### src/rtl/core/utf8_stream_decoder_macros.svh
// Assertion macros used by the decoder top level.
`ifndef UTF8_STREAM_DECODER_MACROS_SVH
`define UTF8_STREAM_DECODER_MACROS_SVH

// Same-cycle implication, disabled during reset.
`define UTF8D_ASSERT_NOW(label, clk, rst_n, ante, cons) \
    label: assert property (@(posedge clk) disable iff (!rst_n) (ante) |-> (cons)) \
        else $error("utf8 decoder: same-cycle check failed");

// Next-cycle implication, disabled during reset.
`define UTF8D_ASSERT_NEXT(label, clk, rst_n, ante, cons) \
    label: assert property (@(posedge clk) disable iff (!rst_n) (ante) |=> (cons)) \
        else $error("utf8 decoder: next-cycle check failed");

`endif

### src/rtl/core/utf8d_pkg.sv
// Types and constants shared by the UTF-8 stream decoder modules.
package utf8d_pkg;

    localparam int unsigned CP_W = 21;
    localparam logic [CP_W-1:0] REPLACEMENT_CP = 21'h00FFFD;

    localparam logic [7:0] MASK_CONT   = 8'hC0;
    localparam logic [7:0] MASK_LEAD2  = 8'hE0;
    localparam logic [7:0] MASK_LEAD3  = 8'hF0;
    localparam logic [7:0] MASK_LEAD4  = 8'hF8;
    localparam logic [7:0] CODE_CONT   = 8'h80;
    localparam logic [7:0] CODE_LEAD2  = 8'hC0;
    localparam logic [7:0] CODE_LEAD3  = 8'hE0;
    localparam logic [7:0] CODE_LEAD4  = 8'hF0;
    localparam logic [7:0] MASK_PAYLD  = 8'h3F;

    localparam int unsigned QUEUE_DEPTH = 4;
    localparam int unsigned QUEUE_AW    = $clog2(QUEUE_DEPTH);

    typedef struct packed {
        logic [7:0] text_byte;
        logic       end_of_text;
    } byte_item_t;

    typedef struct packed {
        logic [CP_W-1:0] code_point;
        logic            replaced;
        logic            last_of_run;
    } cp_item_t;

    // One decoded byte: pre_count replacements, an optional main result,
    // then replacements up to total results.
    typedef struct packed {
        logic [1:0]      pre_count;
        logic            main_valid;
        logic [CP_W-1:0] main_cp;
        logic            main_rep;
        logic [2:0]      total;
    } cmd_t;

endpackage

### src/rtl/core/utf8_stream_decoder.sv
// Top level of the lenient streaming UTF-8 decoder.
// The decoder takes one byte per cycle and gives one code point result per cycle; a byte's
// command is registered in the queue and each result in the output register. A byte that
// completes a character, or an ASCII or bad lead byte, gives one result; a byte that opens
// or extends a sequence gives none; an interrupted sequence or end of text gives one
// replacement per held byte, up to four results for one byte, given one per output cycle.
// The front decodes each byte combinationally and hands a command to a four-entry queue; the
// back expands commands at one result per cycle, so byte_stall rises only when the queue
// fills, either under bursts of replacements or while cp_stall holds the output. Each
// byte_valid/byte_stall transaction moves one byte, and each cp_valid/cp_stall transaction
// moves one result, with last_of_run set on the last result caused by a byte.
`include "utf8_stream_decoder_macros.svh"

module utf8_stream_decoder (
    input  logic                 clk,
    input  logic                 rst_n,
    input  logic                 byte_valid,
    output logic                 byte_stall,
    input  utf8d_pkg::byte_item_t byte_item,
    output logic                 cp_valid,
    input  logic                 cp_stall,
    output utf8d_pkg::cp_item_t  cp_item
);

    logic            push;
    logic            pop;
    logic            full;
    logic            empty;
    utf8d_pkg::cmd_t push_cmd;
    utf8d_pkg::cmd_t head_cmd;

    utf8d_front u_front (
        .clk        (clk),
        .rst_n      (rst_n),
        .byte_valid (byte_valid),
        .byte_stall (byte_stall),
        .byte_item  (byte_item),
        .queue_full (full),
        .push       (push),
        .cmd        (push_cmd)
    );

    utf8d_queue u_queue (
        .clk      (clk),
        .rst_n    (rst_n),
        .push     (push),
        .push_cmd (push_cmd),
        .full     (full),
        .pop      (pop),
        .head_cmd (head_cmd),
        .empty    (empty)
    );

    utf8d_back u_back (
        .clk      (clk),
        .rst_n    (rst_n),
        .head_cmd (head_cmd),
        .empty    (empty),
        .pop      (pop),
        .cp_valid (cp_valid),
        .cp_stall (cp_stall),
        .cp_item  (cp_item)
    );

    `UTF8D_ASSERT_NOW(a_no_overflow, clk, rst_n, push, !full || pop)
    `UTF8D_ASSERT_NEXT(a_pop_gives_last, clk, rst_n, pop, cp_valid && cp_item.last_of_run)
    `UTF8D_ASSERT_NEXT(a_run_continues, clk, rst_n, cp_valid && !cp_stall && !cp_item.last_of_run, cp_valid)

endmodule

### src/rtl/core/utf8d_front.sv
// Front part: accepts bytes, tracks the open sequence and builds result commands.
module utf8d_front (
    input  logic                 clk,
    input  logic                 rst_n,
    input  logic                 byte_valid,
    output logic                 byte_stall,
    input  utf8d_pkg::byte_item_t byte_item,
    input  logic                 queue_full,
    output logic                 push,
    output utf8d_pkg::cmd_t      cmd
);

    logic [utf8d_pkg::CP_W-1:0] acc_reg, acc_next;
    logic [2:0]                 needed_reg, needed_next;
    logic [1:0]                 held_reg, held_next;
    logic                       accept;
    logic [7:0]                 b;
    logic                       is_cont;
    logic [1:0]                 post_count;

    assign b          = byte_item.text_byte;
    assign is_cont    = (b & utf8d_pkg::MASK_CONT) == utf8d_pkg::CODE_CONT;
    assign byte_stall = queue_full;
    assign accept     = byte_valid && !queue_full;

    always_comb
    begin
        acc_next        = acc_reg;
        needed_next     = needed_reg;
        held_next       = held_reg;
        cmd.pre_count   = 2'd0;
        cmd.main_valid  = 1'b0;
        cmd.main_cp     = utf8d_pkg::REPLACEMENT_CP;
        cmd.main_rep    = 1'b0;
        post_count      = 2'd0;

        if (needed_reg != 3'd0 && is_cont)
        begin
            acc_next    = {acc_reg[utf8d_pkg::CP_W-7:0], b[5:0]};
            needed_next = needed_reg - 3'd1;
            held_next   = held_reg + 2'd1;
            if (needed_reg == 3'd1)
            begin
                cmd.main_valid = 1'b1;
                cmd.main_cp    = acc_next;
                acc_next       = '0;
                held_next      = 2'd0;
            end
        end
        else
        begin
            if (needed_reg != 3'd0)
            begin
                cmd.pre_count = held_reg;
                acc_next      = '0;
                needed_next   = 3'd0;
                held_next     = 2'd0;
            end
            if (b[7] == 1'b0)
            begin
                cmd.main_valid = 1'b1;
                cmd.main_cp    = {13'd0, b};
            end
            else if ((b & utf8d_pkg::MASK_LEAD2) == utf8d_pkg::CODE_LEAD2)
            begin
                acc_next    = {16'd0, b[4:0]};
                needed_next = 3'd1;
                held_next   = 2'd1;
            end
            else if ((b & utf8d_pkg::MASK_LEAD3) == utf8d_pkg::CODE_LEAD3)
            begin
                acc_next    = {17'd0, b[3:0]};
                needed_next = 3'd2;
                held_next   = 2'd1;
            end
            else if ((b & utf8d_pkg::MASK_LEAD4) == utf8d_pkg::CODE_LEAD4)
            begin
                acc_next    = {18'd0, b[2:0]};
                needed_next = 3'd3;
                held_next   = 2'd1;
            end
            else
            begin
                cmd.main_valid = 1'b1;
                cmd.main_rep   = 1'b1;
            end
        end

        if (byte_item.end_of_text)
        begin
            post_count  = held_next;
            acc_next    = '0;
            needed_next = 3'd0;
            held_next   = 2'd0;
        end

        cmd.total = {1'b0, cmd.pre_count} + {2'b00, cmd.main_valid} + {1'b0, post_count};
    end

    assign push = accept && (cmd.total != 3'd0);

    always_ff @(posedge clk or negedge rst_n)
    begin
        if (!rst_n)
        begin
            acc_reg    <= '0;
            needed_reg <= 3'd0;
            held_reg   <= 2'd0;
        end
        else if (accept)
        begin
            acc_reg    <= acc_next;
            needed_reg <= needed_next;
            held_reg   <= held_next;
        end
    end

endmodule

### src/rtl/core/utf8d_queue.sv
// Command queue between the front and back parts.
module utf8d_queue (
    input  logic            clk,
    input  logic            rst_n,
    input  logic            push,
    input  utf8d_pkg::cmd_t push_cmd,
    output logic            full,
    input  logic            pop,
    output utf8d_pkg::cmd_t head_cmd,
    output logic            empty
);

    utf8d_pkg::cmd_t               entries [utf8d_pkg::QUEUE_DEPTH];
    logic [utf8d_pkg::QUEUE_AW-1:0] wr_ptr_reg, rd_ptr_reg;
    logic [utf8d_pkg::QUEUE_AW:0]   count_reg;

    assign full     = count_reg == (utf8d_pkg::QUEUE_AW+1)'(utf8d_pkg::QUEUE_DEPTH);
    assign empty    = count_reg == '0;
    assign head_cmd = entries[rd_ptr_reg];

    always_ff @(posedge clk)
    begin
        if (push)
        begin
            entries[wr_ptr_reg] <= push_cmd;
        end
    end

    always_ff @(posedge clk or negedge rst_n)
    begin
        if (!rst_n)
        begin
            wr_ptr_reg <= '0;
            rd_ptr_reg <= '0;
            count_reg  <= '0;
        end
        else
        begin
            if (push)
            begin
                wr_ptr_reg <= wr_ptr_reg + 1'b1;
            end
            if (pop)
            begin
                rd_ptr_reg <= rd_ptr_reg + 1'b1;
            end
            if (push && !pop)
            begin
                count_reg <= count_reg + 1'b1;
            end
            else if (pop && !push)
            begin
                count_reg <= count_reg - 1'b1;
            end
        end
    end

endmodule

### src/rtl/core/utf8d_back.sv
// Back part: expands each command into code point results behind an output register.
module utf8d_back (
    input  logic                clk,
    input  logic                rst_n,
    input  utf8d_pkg::cmd_t     head_cmd,
    input  logic                empty,
    output logic                pop,
    output logic                cp_valid,
    input  logic                cp_stall,
    output utf8d_pkg::cp_item_t cp_item
);

    logic [1:0]          idx_reg;
    logic                valid_reg;
    utf8d_pkg::cp_item_t item_reg;
    utf8d_pkg::cp_item_t item_next;
    logic                emit;
    logic                is_main;
    logic                is_last;

    assign emit    = !empty && (!valid_reg || !cp_stall);
    assign is_main = head_cmd.main_valid && (idx_reg == head_cmd.pre_count);
    assign is_last = {1'b0, idx_reg} == (head_cmd.total - 3'd1);
    assign pop     = emit && is_last;

    always_comb
    begin
        item_next.code_point  = is_main ? head_cmd.main_cp : utf8d_pkg::REPLACEMENT_CP;
        item_next.replaced    = is_main ? head_cmd.main_rep : 1'b1;
        item_next.last_of_run = is_last;
    end

    always_ff @(posedge clk)
    begin
        if (emit)
        begin
            item_reg <= item_next;
        end
    end

    always_ff @(posedge clk or negedge rst_n)
    begin
        if (!rst_n)
        begin
            valid_reg <= 1'b0;
            idx_reg   <= 2'd0;
        end
        else if (emit)
        begin
            valid_reg <= 1'b1;
            idx_reg   <= is_last ? 2'd0 : idx_reg + 2'd1;
        end
        else if (!cp_stall)
        begin
            valid_reg <= 1'b0;
        end
    end

    assign cp_valid = valid_reg;
    assign cp_item  = item_reg;

endmodule
### config.mk
export PLATFORM = sky130hd
export DESIGN_NAME = utf8_stream_decoder
export DESIGN_NICKNAME = d
export VERILOG_FILES = /design/src/rtl/core/utf8d_pkg.sv /design/src/rtl/core/utf8_stream_decoder.sv /design/src/rtl/core/utf8d_front.sv /design/src/rtl/core/utf8d_queue.sv /design/src/rtl/core/utf8d_back.sv
export VERILOG_INCLUDE_DIRS = /design/src /design/src/rtl/core
export SDC_FILE = /design/constraint.sdc
export NUM_CORES = 1
export LEC_CHECK = 0
export BUFFER_PORTS_ARGS = -buffer_cell sky130_fd_sc_hd__buf_4
export CORE_MARGIN = 10
export CORE_UTILIZATION = 38
export CTS_CLUSTER_DIAMETER = 50
export CTS_CLUSTER_SIZE = 25
export DETAILED_ROUTE_END_ITERATION = 10
export PLACE_DENSITY = 0.64
export SYNTH_ARGS = -nofsm -noshare
export SYNTH_HDL_FRONTEND = slang
export SYNTH_HIERARCHICAL = 1
export SYNTH_SLANG_ARGS = --single-unit
### constraint.sdc
create_clock -name clk -period 3.6 [get_ports clk]
set_clock_uncertainty 0.2 [all_clocks]
set_input_delay 0.36 -clock clk [delete_from_list [all_inputs] [get_ports clk]]
set_output_delay 0.36 -clock clk [all_outputs]
set_load 0.005 [all_outputs]
==> impl_metrics.ini <==
[outcome]
status = finished clean

[critical_path]
cpMostUsedCell = inv_2
critPathMaxFanout = 4
r2r-start = u_front/needed_reg[1]
critPathLaunch = u_front/needed_reg[1]
worst-path-buf-inv = 3
end_kind = register
critPathKind = reg2reg
crit_path_top_delay_cell = fa_1
critPathTopFamily = adder cells
reg2reg_slack_ps = 80
r2r_cells = 16
startpoint_type = register
cp.arrival_ps = 3660
crit_chain = inv_2, ha_4, nor2_4, o21bai_4, o211ai_1, and2_4, fa_2, inv_2, fa_1, a31oi_4, ha_4, inv_2, fa_2, xor2_1, nor2_1, xor2_1
r2r_end = u_queue/count_reg[2]
cp.required_ps = 3740
max_stage_delay_ps = 460

[sta]
rsz0062_at_grt = true
relSlewSlack_pct = 53.8
tns_ps = 0
clock.fmax_mhz = 284
period_share_pct = 97.8
setup_slack_ps = 78.5
worstMarginPinSlew_ps = 692
setup_viol = 0
finalHoldViolations = 0
finalMaxSlewViolations = 0
min_period_ps = 3520
hold_slack_ps = 20.6

[clock_network]
numClockSinks = 165
cts-root-buf = clkbuf_16
clk_path_buf_depth = 2
cts_tree = done
cts_buffers = 17
htreeDepth = 4
clk_latency_ps = 420
path_clk_slew_ps = 70

[die]
io_pins = 38
die-area_mm2 = 0.0239
die_w_um = 155
start_util_pct = 38.4
rows = 49
core_mm2 = 0.0179
die_h_um = 155

[placed_design]
dpl_cell_area_mm2 = 0.00754
io_buffers = 37
placed_cells = 666
place_hpwl_mm = 8.10
pre_cts_slack_ps = -59.2
routabilityCongestion = 0.844

[synth]
synth_area_leaders = edfxtp_1 59%, dfrtp_1 11%, mux4_2 9.2%, a22o_1 1.9%, ha_1 1.6%
ys_ff_latch = 165
synth_fp_nets = 427
synth_area_mm2 = 0.00688
synth_cells = 402
synth_edf_count = 135
synth_top_area_cell = edfxtp_1
ys.flop_type = edfxtp_1
syn_avg_cell_area_um2 = 17.1
synth_top_area_share_pct = 58.9
yosysSeqAreaShare_pct = 69.9
async_reset_ff_share_pct = 18.2
ys_warn_count = 6
ys_types = 51

[layout]
stdcell_area_mm2 = 0.00832
num-fill-cells = 1526
largest_register_ffs = 112
final_cell_count_no_fill = 712
diodes = 0
drive_gt1_share_pct = 31.9
layout_commonest_cell = edfxtp_1
mostFrequentLayoutCells = 135 x edfxtp_1, 55 x buf_4, 28 x nand2_1, 28 x dfrtp_1, 28 x mux4_2
final_util_pct = 46.5
nNetsFinal = 495
syn2layout_area_growth_pct = 21.0

[power_and_ir_drop]
powerDensity_mw_per_mm2 = 818
ir_drop_mv = 0.411
p_total_mw = 6.81
power_leakage_nw = 3.00

[job]
maxCapViolations = 0

[grt]
grt_pass1_wl_mm = 20.9
grt-ovfl-total = 0
grt_max_degree = 31
track_usage_pct = 11.2
antenna_found_initial = 0
grt_pass1_vias = 3867

[routing]
routed_wl_mm = 12.7
num_vias = 3603
drtIter0Drc = 211
routed_via_density = 5.06
dr.pass1.iters = 4
routedWlPerCell_um = 17.9
drc = 0
ant_nets = 0

[worst_hold_path]
min_from = byte_item[6]
min_path_cells = 2
hold_class = in2reg
holdPathEnd = u_front/acc_reg[5]
## worst reg2reg max path, cell delays in order, from the launching register on
cell and delay [ps]:
dfrtp_1 390, inv_2 120, ha_4 180, nor2_4 40
o21bai_4 160, o211ai_1 100, and2_4 170, fa_2 330
inv_2 60, fa_1 460, a31oi_4 230, ha_4 170
inv_2 30, fa_2 320, xor2_1 140, nor2_1 140
xor2_1 180
## logic make-up after synthesis
family / after synthesis / synth area share, %
XOR/XNOR: 12 / 1.91
adder cells (fa/ha/maj): 12 / 2.51
AND/OR/NAND/NOR: 103 / 8.35
flip-flops: 165 / 69.9
AO/OA/AOI/OAI: 42 / 4.62
buffers and inverters: 36 / 2.97
multiplexers: 32 / 9.79
## layout make-up
class / count / area (um2) / share of cell area [%]
multi-input cells: 201 / 1960 / 23.5
inverters: 20 / 75.1 / 0.902
well taps: 229 / 287 / 3.44
repair buffers: 65 / 554 / 6.66
clock inverters: 15 / 215 / 2.59
clock buffers: 17 / 425 / 5.11
flip-flops and latches: 165 / 4810 / 57.8
## worst max-delay path by stage
| stage | to | slack (ps) | depth (start not counted) |
|---|---|---|---|
| finish | u_queue/count_reg[2] | 80 | 16 |
| global route | u_queue/count_reg[2] | -50 | 16 |
| CTS | u_queue/count_reg[2] | 9 | 16 |
| detailed placement | u_queue/count_reg[2] | -60 | 16 |
| global placement | u_queue/count_reg[2] | 40 | 16 |
| floorplan | u_queue/count_reg[2] | 20 | 16 |
## Yosys cell counts, types with 2 or more instances
cell        n
xor2_1      5
nor3_1      3
edfxtp_1  135
nor3b_1     3
a32o_1      2
buf_6       7
ha_1        9
a31oi_1     2
xnor2_1     5
and3_1      2
nand3_1     2
fa_1        3
or2_2       3
and2_1     13
nor2_1     13
nand2_1    28
mux4_2     28
a22o_1     15
a21o_1      3
o21ai_0     5
a21oi_1     6
inv_1      20
buf_2       4
clkbuf_1    2
nor2b_1     2
nand2b_1   10
a221o_1     2
buf_4       3
dfrtp_1    30
o22ai_1     2
or2_1      14
mux2i_1     2
## report_power, final
group          switching, mW  total [mW]  internal, mW
clock network          0.752        1.93          1.18
registers              0.189        2.78          2.59
logic                   1.07        2.10          1.03
total                   2.01        6.81          4.80
## what timing repair did
item	4_1_cts	5_1_grt
endpoints found under the setup margin	2	114
setup buffers	5	4
resized for setup	1	7
hold buffers	5	0
pin swaps	5	12
hold endpoints to repair	34	0
## per-layer routing
metal | GRT usage, % | vias up | routed length [um]
li1 | - | 1647 | -
met1 | 14.5 | 1848 | 5640
met2 | 17.3 | 90 | 6210
met3 | 2.80 | 18 | 667
met4 | 5.17 | 0 | 221
met5 | 0 | - | 0
Note: power is estimated with default switching activity, not from simulation.
